## src/rtl/tsbe_pkg.sv

```systemverilog
// Shared types, constants and the microprogram of the tagged stack executor.
package tsbe_pkg;

  // Stack geometry.
  localparam int unsigned STACK_WORDS = 256;
  localparam int unsigned ADDR_W      = $clog2(STACK_WORDS);
  localparam int unsigned CNT_W       = $clog2(STACK_WORDS + 1);
  localparam int unsigned WORD_W      = 32;
  localparam int unsigned BYTE_W      = 8;
  localparam int unsigned STAT_W      = 3;

  // Tag constants of the packed words.
  localparam logic [1:0]        CONS_TAG_LO = 2'b11;
  localparam logic [1:0]        CONS_TAG_HI = 2'b10;
  localparam logic [3:0]        COMP_TAG    = 4'b0010;
  localparam logic [7:0]        SUBR_TAG    = 8'h06;
  localparam logic [WORD_W-1:0] NIL_WORD    = 32'h0000_0016;
  localparam logic [WORD_W-1:0] INT_ONE     = 32'h0000_0004;

  typedef enum logic [7:0] {
    OP_INT  = 8'd1,
    OP_CONS = 8'd2,
    OP_NIL  = 8'd3,
    OP_COMP = 8'd4,
    OP_SUBR = 8'd5,
    OP_INC  = 8'd6,
    OP_ADD  = 8'd7
  } opcode_e;

  typedef enum logic [STAT_W-1:0] {
    ST_OK        = 3'd0,
    ST_ILLEGAL   = 3'd1,
    ST_OVERFLOW  = 3'd2,
    ST_UNDERFLOW = 3'd3,
    ST_FULL      = 3'd4,
    ST_HALTED    = 3'd5
  } status_e;

  // Microprogram addresses.
  typedef enum logic [2:0] {
    UA_IDLE   = 3'd0,
    UA_DECODE = 3'd1,
    UA_PUSH   = 3'd2,
    UA_RDA    = 3'd3,
    UA_RDB    = 3'd4,
    UA_SUM    = 3'd5,
    UA_EMIT   = 3'd6
  } uaddr_e;

  // Sequencer operations.
  typedef enum logic [2:0] {
    SQ_NEXT,
    SQ_WAIT_IN,
    SQ_DISPATCH,
    SQ_GOTO,
    SQ_WAIT_OUT
  } seq_op_e;

  // One control word of the microprogram.
  typedef struct packed {
    seq_op_e seq;
    uaddr_e  target;
    logic    ld_in;     // capture the request payload
    logic    chk;       // run the decode checks, set the status
    logic    push_imm;  // push the packed immediate word
    logic    rd_top;    // read the top word and pop it
    logic    pop_b;     // latch the first operand, pop the second for add
    logic    sum;       // add, check overflow, push the sum
    logic    emit;      // load the result register
  } ucw_t;

  // Datapath status seen by the sequencer and the checks.
  typedef struct packed {
    logic             fault;
    logic             is_push;
    logic             out_free;
    logic             halted;
    logic [CNT_W-1:0] count;
  } dp_stat_t;

  // The microprogram ROM.
  function automatic ucw_t ucode(uaddr_e a);
    ucw_t w;
    w = '{seq: SQ_NEXT, target: UA_IDLE, default: 1'b0};
    case (a)
      UA_IDLE: begin
        w.seq   = SQ_WAIT_IN;
        w.ld_in = 1'b1;
      end
      UA_DECODE: begin
        w.seq = SQ_DISPATCH;
        w.chk = 1'b1;
      end
      UA_PUSH: begin
        w.seq      = SQ_GOTO;
        w.target   = UA_EMIT;
        w.push_imm = 1'b1;
      end
      UA_RDA:  w.rd_top = 1'b1;
      UA_RDB:  w.pop_b  = 1'b1;
      UA_SUM:  w.sum    = 1'b1;
      UA_EMIT: begin
        w.seq    = SQ_WAIT_OUT;
        w.target = UA_IDLE;
        w.emit   = 1'b1;
      end
      default: begin
        w.seq    = SQ_GOTO;
        w.target = UA_IDLE;
      end
    endcase
    return w;
  endfunction

endpackage

```

## src/rtl/tsbe_seq.sv

```systemverilog
// Microcode sequencer: step counter, control ROM and jump logic.
module tsbe_seq (
  input  logic              clk_i,
  input  logic              rst_ni,
  input  logic              in_valid_i,
  input  tsbe_pkg::dp_stat_t stat_i,
  output tsbe_pkg::ucw_t    ctl_o,
  output logic              in_ready_o
);
  import tsbe_pkg::*;

  uaddr_e upc_q, upc_d;
  ucw_t   ctl;

  assign ctl        = ucode(upc_q);
  assign ctl_o      = ctl;
  assign in_ready_o = (ctl.seq == SQ_WAIT_IN);

  // Next step selection.
  always_comb begin
    upc_d = upc_q;
    case (ctl.seq)
      SQ_NEXT:    upc_d = uaddr_e'(upc_q + 3'd1);
      SQ_WAIT_IN: begin
        if (in_valid_i) begin
          upc_d = uaddr_e'(upc_q + 3'd1);
        end
      end
      SQ_DISPATCH: begin
        if (stat_i.fault) begin
          upc_d = UA_EMIT;
        end else if (stat_i.is_push) begin
          upc_d = UA_PUSH;
        end else begin
          upc_d = UA_RDA;
        end
      end
      SQ_GOTO:    upc_d = ctl.target;
      SQ_WAIT_OUT: begin
        if (stat_i.out_free) begin
          upc_d = ctl.target;
        end
      end
      default:    upc_d = UA_IDLE;
    endcase
  end

  // Step counter.
  always_ff @(posedge clk_i or negedge rst_ni) begin
    if (!rst_ni) begin
      upc_q <= UA_IDLE;
    end else begin
      upc_q <= upc_d;
    end
  end

endmodule

```

## config.mk

```make
export PLATFORM = sky130hd
export DESIGN_NAME = tsbe_seq
export DESIGN_NICKNAME = d
export VERILOG_FILES = /design/src/rtl/tsbe_pkg.sv /design/src/rtl/tsbe_seq.sv
export SDC_FILE = /design/constraint.sdc
export NUM_CORES = 1
export LEC_CHECK = 0
export BUFFER_PORTS_ARGS = -buffer_cell sky130_fd_sc_hd__buf_4
export CORE_UTILIZATION = 30
export CTS_CLUSTER_SIZE = 16
export DETAILED_ROUTE_END_ITERATION = 10
export PLACE_DENSITY_LB_ADDON = 0.3
export SETUP_SLACK_MARGIN = 0.3
export SLEW_MARGIN = 20
export SYNTH_ARGS = -nofsm -noshare
export SYNTH_HDL_FRONTEND = slang
export SYNTH_SLANG_ARGS = --single-unit
```

## constraint.sdc

```tcl
create_clock -name clk_i -period 2.1 [get_ports clk_i]
set_input_delay 0.42 -clock clk_i [delete_from_list [all_inputs] [get_ports clk_i]]
set_output_delay 0.42 -clock clk_i [all_outputs]
set_load 0.02 [all_outputs]
```

* After elaboration in Yosys (flattened, before gate mapping) *
Cells that the tools add are included.

storage, ports and cells
  flip-flop bits (word level) = 3
  bits in latches = 0
  RAM bits = 0
  ROM bits = 0
  memories = 0

operators by class
  $add $sub $neg = 1
  multipliers = 0
  div/mod/pow operators = 0
  magnitude comparators = 0
  eq/ne operators = 12
  shift-type cells = 0
  muxes and demuxes = 14
  bitwise gates (word level) = 0
  reduce and logical (&&, ||, !) cells = 4

operators with widths
  cell                                                                    number
  3-bit case mux with 5 select lines                                      1
  3-bit by 2-bit equality test with 1-bit output (second input constant)  4
  3-bit equality test (second input constant)                             4
  3-bit two-way mux                                                       4
  3-bit case mux with 4 select lines                                      1
  1-bit two-way mux                                                       8
  3-bit by 1-bit equality test with 1-bit output (second input constant)  2
  3-bit zero test                                                         2
  2-bit inequality test (second input constant)                           2
  3-bit by 1-bit adder with 3-bit output (second input constant)          1
  3-bit OR reduction                                                      1
  2-bit AND reduction                                                     1

* Depth between registers and ports, before layout *
Gate-level depths: netlist of run 1.

  depth in word-level cells = 6
  mapped depth = 6

* Worst setup path before layout of run 1 *
OpenSTA, ideal clock, no wires.

  path type = reg2out
  start = register upc_q[0]
  end = output port in_ready_o
  data arrival time = 1.529 ns
  required time = 1.680 ns
  slack = 0.151 ns
  stages on the path, launching flop included = 6
  path through = dfrtp_1 inv_1 ha_1 buf_6 nor2b_1 nor2b_1

between the ends
  longest elaborated chain between the ends = 4
  elaborated cells on any way between the ends = 9

RTL lines
  item                                                                                          line            text
  from (decl)                                                                                   tsbe_seq.sv:12  uaddr_e upc_q, upc_d;
  from (signal assigned)                                                                        tsbe_seq.sv:53  upc_q <= upc_d;
  3-bit equality test / 3-bit by 2-bit equality test with 1-bit output (equally long branches)  tsbe_pkg.sv:85  case (a)
  3-bit OR reduction (no line)                                                                  --
  3-bit case mux with 4 select lines *                                                          tsbe_pkg.sv:85
  3-bit by 1-bit equality test with 1-bit output *                                              tsbe_seq.sv:17  assign in_ready_o = (ctl.seq == SQ_WAIT_IN);
  to (decl)                                                                                     tsbe_seq.sv:8   output logic in_ready_o

Mark *: on every way between the ends. The rest lies on a longest branch, timed or not.

==> metrics.txt, run 1 <==
sw frac=46.5%; Die H=41.0 µm; combinational power share=85.2%; max reg flops=3; Largest stage delay, worst path=about 0.4 ns; Worst EP required=approximately 1.7 ns; status=finished, final reports clean; vias in the first global route=399; largest registers=upc_q: 3 flops; Initial Util=33.7%; TritonCTS clock tree=yes; fill count=118; Highest Clock Rate=555 MHz; Clk pwr share=7.0%; worst vdd ir=916 µV; Flop pwr share=7.9%; Pwr Density=1900 mW/mm²; Overflow after GRT=0; CP Class=register to primary output; dpl ws=approximately 0.27 ns; Antenna diodes=0; Area after DPL=577 µm²; DR pass1 iterations=2; DRT Wirelength=between 1000 and 1500 µm; Die ar.=0.00168 mm²; Ys Warns=0; Bufs on Longest Clock Path=2; Reg clk slew, reported paths=0.04 ns; global-route wire length before repair=1760 µm; Synth Instances=53; DRC=0; final net count=102; post-synthesis cell area=455 µm²; GP Congestion=just over 0.8; Worst Hold Class=input port to asynchronous set/reset pin; CP top delay family=flip-flops; Startpoint Class=register; mean post-synth cell area=8.59 µm²; min cycle time layout=1.80 ns; Reg with most FFs=upc_q; Synth Net Count=75; post-route cell area=759 µm²; Post-synth top flop=dfrtp_1; internal power consumption=approximately 770 µW; initial antenna violation count=0; routed len/inst=13.0 µm; Crit. End Element=primary output; endpoints failing hold=0; share of cells above drive strength 1=59.5%; Yosys cell types=28; final slew viol count=0; number of buffers added on ports=18; Clock Skews=slightly below 0.002 ns; P_sw=670 µW; part of the cycle the worst path needs=85.9%; ys async rst share=100%; max capacitance violation total=0; Tot Pwr=1.44 mW; sequential share of the synthesized area=16.5%; CTS root buf=clkbuf_4; cells along the critical path=ha_2 > ha_4 > nor2_2 > o21a_1 > buf_4; Buf/Inv on CP=1; H-tree depth=1; antenna-violating nets left=0; final setup fails=0; die width=41.0 µm; Post-synth EDFFs=0; Layout area overhead=66.8%; HPWL after detailed placement=roughly 790 µm; vias per inst=4.84; FF+latch count, synth=3; Global Route Usage Sum=16.5%; area of the core=0.00135 mm²; setup ws final=0.297 ns; Num Clock Sinks=3; Max Fanout on Critical Path=5; vias=455; worst path arrival time=around 1.4 ns; total CTS buffers=3; clk_lat worst skew=0.23 ns; aggregate negative setup slack=0 ns; hold slack=around 0.5 ns; DR iter-0 viols=4; LEAKAGE=0.352 nW; IO Pins=30; largest net degree at the start of global routing=14; CP max-delay cell=dfrtp_1; RSZ-0062 raised after global routing=true; row count=13
## layout make-up
| class | instances | area (µm²) | area share, % |
|---|---|---|---|
| Sequential cell | 3 | 75.1 | 9.88 |
| Timing Repair Buffer | 28 | 216 | 28.5 |
| Tap cell | 15 | 18.8 | 2.47 |
| Clock buffer | 4 | 26.3 | 3.46 |
| Multi-Input combinational cell | 40 | 408 | 53.7 |
| Inverter | 4 | 15.0 | 1.98 |
## cells in the mapped netlist, types with 2 or more instances
cell type	number	share of area (%)
nor2b_1	4	5.5
o21ai_1	2	2.2
buf_6	2	4.9
buf_4	3	4.9
dfrtp_1	3	16
and2_1	4	5.5
a21oi_1	2	2.2
inv_1	4	3.3
ha_1	6	16
o21ai_0	2	2.2
nor3_1	2	2.2
nor2_1	2	1.6
o21a_1	2	3.3
## worst reg2reg max path, delay by kind of cell, from the launching register on
kind	cells	cell delay, ns
AND/OR/NAND/NOR	2	0.51
flip-flops	1	0.40
adder cells (fa/ha/maj)	2	0.39
AO/OA/AOI/OAI	1	0.30
## worst paths after layout
check                            from   endpoint  slack [ns]  depth (start not counted)
max                          upc_q[0]  ctl_o[11]        0.30                          5
min                            rst_ni   upc_q[1]        0.51                          2
max reg2reg                  upc_q[0]   upc_q[2]        0.37                          5
min reg2reg                  upc_q[2]   upc_q[1]        0.75                          3
max in group asynchronous      rst_ni   upc_q[0]        1.49                          2
min in group clk_i         stat_i[11]   upc_q[0]        0.60                          4
## per-layer routing
layer	GRT usage [%]	part of all wire [%]	vias to the layer above
li1	-	-	233
met1	19.0	43	205
met2	28.9	51	13
met3	4.89	2.5	4
met4	5.00	2.6	0
met5	0	0	-
## metrics by stage
step | cells | utilization [%]
after floorplan | 53 | -
after global routing | 94 | 56.3
after detailed placement | 81 | 42.7
after CTS | 92 | 52.8
after global placement | 81 | 42.7
final | 94 | 56.3
## cells in the final DEF, fill, tap and decap left out, drive strengths merged, types with 2 or more instances in the layout
cell type  synthesis  routed
a21oi              2       2
o21ai              4       4
nor2               2       2
inv                4       4
nor4b              2       2
o21a               2       2
dfrtp              3       3
buf                6      27
nor2b              4       4
ha                 6       6
clkbuf             0       4
nor3               2       2
and2               4       4
## power groups by stage
stage          sequential [mW]  clock [mW]  combinational, mW
2_1_floorplan            0.111           0              0.697
3_3_place_gp             0.115           0              0.905
3_5_place_dp             0.114           0              0.921
4_1_cts                  0.113       0.107               1.12
5_1_grt                  0.118       0.111               1.32
6_report                 0.113       0.101               1.23
## cells by family after synthesis
| group | synth area share (%) |
|---|---|
| other cells | 0.823 |
| buf+inv | 14.3 |
| simple gates | 29.7 |
| compound gates | 20.1 |
| flops | 16.5 |
| fa+ha+maj | 16.5 |
| mux | 2.20 |
## what timing repair did
item,4_1_cts,5_1_grt
endpoints found under the setup margin,14,10
gates resized for setup,12,6
setup buffers,6,2
endpoints found under the hold margin,3,0
hold buffers,1,0
pin swaps,2,3
No activity file was read; power rests on OpenSTA's default activity.
==> run 2, diff against run 1 <==
--- a/config.mk
+++ b/config.mk
@@ -10,6 +10,7 @@
 export CTS_CLUSTER_SIZE = 16
 export DETAILED_ROUTE_END_ITERATION = 10
 export PLACE_DENSITY_LB_ADDON = 0.3
+export RECOVER_POWER = 50
 export SETUP_SLACK_MARGIN = 0.3
 export SLEW_MARGIN = 20
 export SYNTH_ARGS = -nofsm -noshare
==> run 2 against run 1 <==
Against the previous run: die area did not move; clock power barely moved; critical path depth rose by 1; hold slack improved by 0.012 ns; core utilization fell by 1.7 points; critical endpoint is now upc_q[1]; largest cell class unchanged; largest power group unchanged; highest routed layer unchanged.
==> metrics.txt, run 2 (same netlist as run 1, synthesis figures left out) <==
status=finished, final reports clean; Layout area overhead=61.8%; CP Class=register to register; DRT Wirelength=1230 µm; Reg with most FFs=upc_q; global-route wire length before repair=1760 µm; Num Clock Sinks=3; Highest Clock Rate=around 530 MHz; initial antenna violation count=0; largest registers=upc_q: 3 flops; HPWL after detailed placement=slightly below 800 µm; worst path arrival time=between 1.5 and 2 ns; clk_lat worst skew=0.23 ns; antenna-violating nets left=0; Die H=41.0 µm; Max Fanout on Critical Path=7; final setup fails=0; fill count=125; Area after DPL=577 µm²; Startpoint Class=register; Bufs on Longest Clock Path=2; Worst Hold Class=input port to asynchronous set/reset pin; H-tree depth=1; final net count=about 100; endpoints failing hold=0; Global Route Usage Sum=between 15 and 20%; Finished Layout Cells=94; Worst EP required=2.20 ns; most common cell after layout, fill and taps aside=buf_4; Crit. End Element=register; area of the core=0.00135 mm²; largest net degree at the start of global routing=14; Overflow after GRT=0; TritonCTS clock tree=yes; RSZ-0062 raised after global routing=true; Pwr Density=between 1500 and 2000 mW/mm²; max capacitance violation total=0; most frequent cells in the layout=buf_4, and2_1, ha_4; Reg clk slew, reported paths=around 0.040 ns; Die ar.=around 0.0017 mm²; vias per inst=around 4.9; die width=41.0 µm; Post-Place Cells=81; Clock Skews=between 0.0015 and 0.002 ns; CTS root buf=clkbuf_4; total CTS buffers=3; max reg flops=3; share of cells above drive strength 1=54.4%; worst vdd ir=about 910 µV; post-route cell area=approximately 740 µm²; LEAKAGE=0.343 nW; final slew viol count=0; DRC=0; vias in the first global route=between 300 and 400; part of the cycle the worst path needs=about nine tenths; DR pass1 iterations=4; number of buffers added on ports=18; DR iter-0 viols=3; Initial Util=33.7%; aggregate negative setup slack=0 ns; row count=13; vias=approximately 460; IO Pins=30; Antenna diodes=0; min cycle time layout=1.88 ns; routed len/inst=~13 µm; GP Congestion=0.814
[run 2: changes by cell type in the layout (fill, tap and decap cells not counted), sizes merged]
cell and change:
buf -1, clkbuf +1
[run 2: metrics by stage]
step | setup WS [ns] | hold WS (ns) | util, % | power, mW
floorplan | 0.292 | 0.124 | - | 0.808
global placement | 0.287 | 0.209 | 42.7 | 1.02
detailed placement | 0.266 | 0.212 | 42.7 | 1.03
CTS | 0.293 | 0.503 | 52.8 | 1.34
global route | 0.135 | 0.545 | 54.6 | 1.51
finish | 0.217 | 0.526 | 54.6 | 1.40
[run 2: per-layer routing]
| layer | up-vias | share of wire, % | wire [µm] | track usage [%] |
|---|---|---|---|---|
| met5 | - | 0 | 0 | 0 |
| met4 | 0 | 2.6 | 32 | 5.00 |
| met3 | 4 | 2.4 | 29 | 4.89 |
| met2 | 13 | 51 | 627 | 28.9 |
| met1 | 207 | 44 | 542 | 19.0 |
| li1 | 233 | - | - | - |
[run 2: what timing repair did]
item / 4_1_cts / 5_1_grt
buffers inserted: 6 / 2
setup endpoints to repair: 14 / 10
hold buffers: 1 / 0
resized for setup: 12 / 6
pin swaps: 2 / 3
endpoints found under the hold margin: 3 / 0
[run 2: final cells by class]
cell class | instances | area (µm²) | share of cell area, %
inverters | 4 | 15.0 | 2.04
well taps | 15 | 18.8 | 2.55
clock buffers | 4 | 26.3 | 3.57
repair buffers | 28 | 213 | 28.9
flip-flops and latches | 3 | 75.1 | 10.2
multi-input cells | 40 | 389 | 52.8
[run 2: power breakdown]
part / internal, mW / switching [mW]
Combinational: 0.588 / 0.603
Sequential: 0.0896 / 0.0216
Clock: 0.0712 / 0.0295
Total: 0.749 / 0.654
[run 2: worst max-delay path, cell delays in order, from the launching register on]
cell and delay, ns:
dfrtp_1 0.37, inv_1 0.13, ha_4 0.21, buf_4 0.15, nor4b_2 0.17, or2_4 0.27
o41ai_1 0.43
[run 2: path summary, 6_finish.rpt]
kind / start / to / slack [ns] / cells after the start
worst max register to register: upc_q[0] / upc_q[1] / 0.22 / 6
min in group clk_i: stat_i[11] / upc_q[0] / 0.60 / 4
worst max-delay path: upc_q[0] / upc_q[1] / 0.22 / 6
worst min register to register: upc_q[2] / upc_q[1] / 0.75 / 3
worst min-delay path: rst_ni / upc_q[1] / 0.53 / 2
max in group asynchronous: rst_ni / upc_q[0] / 1.42 / 2
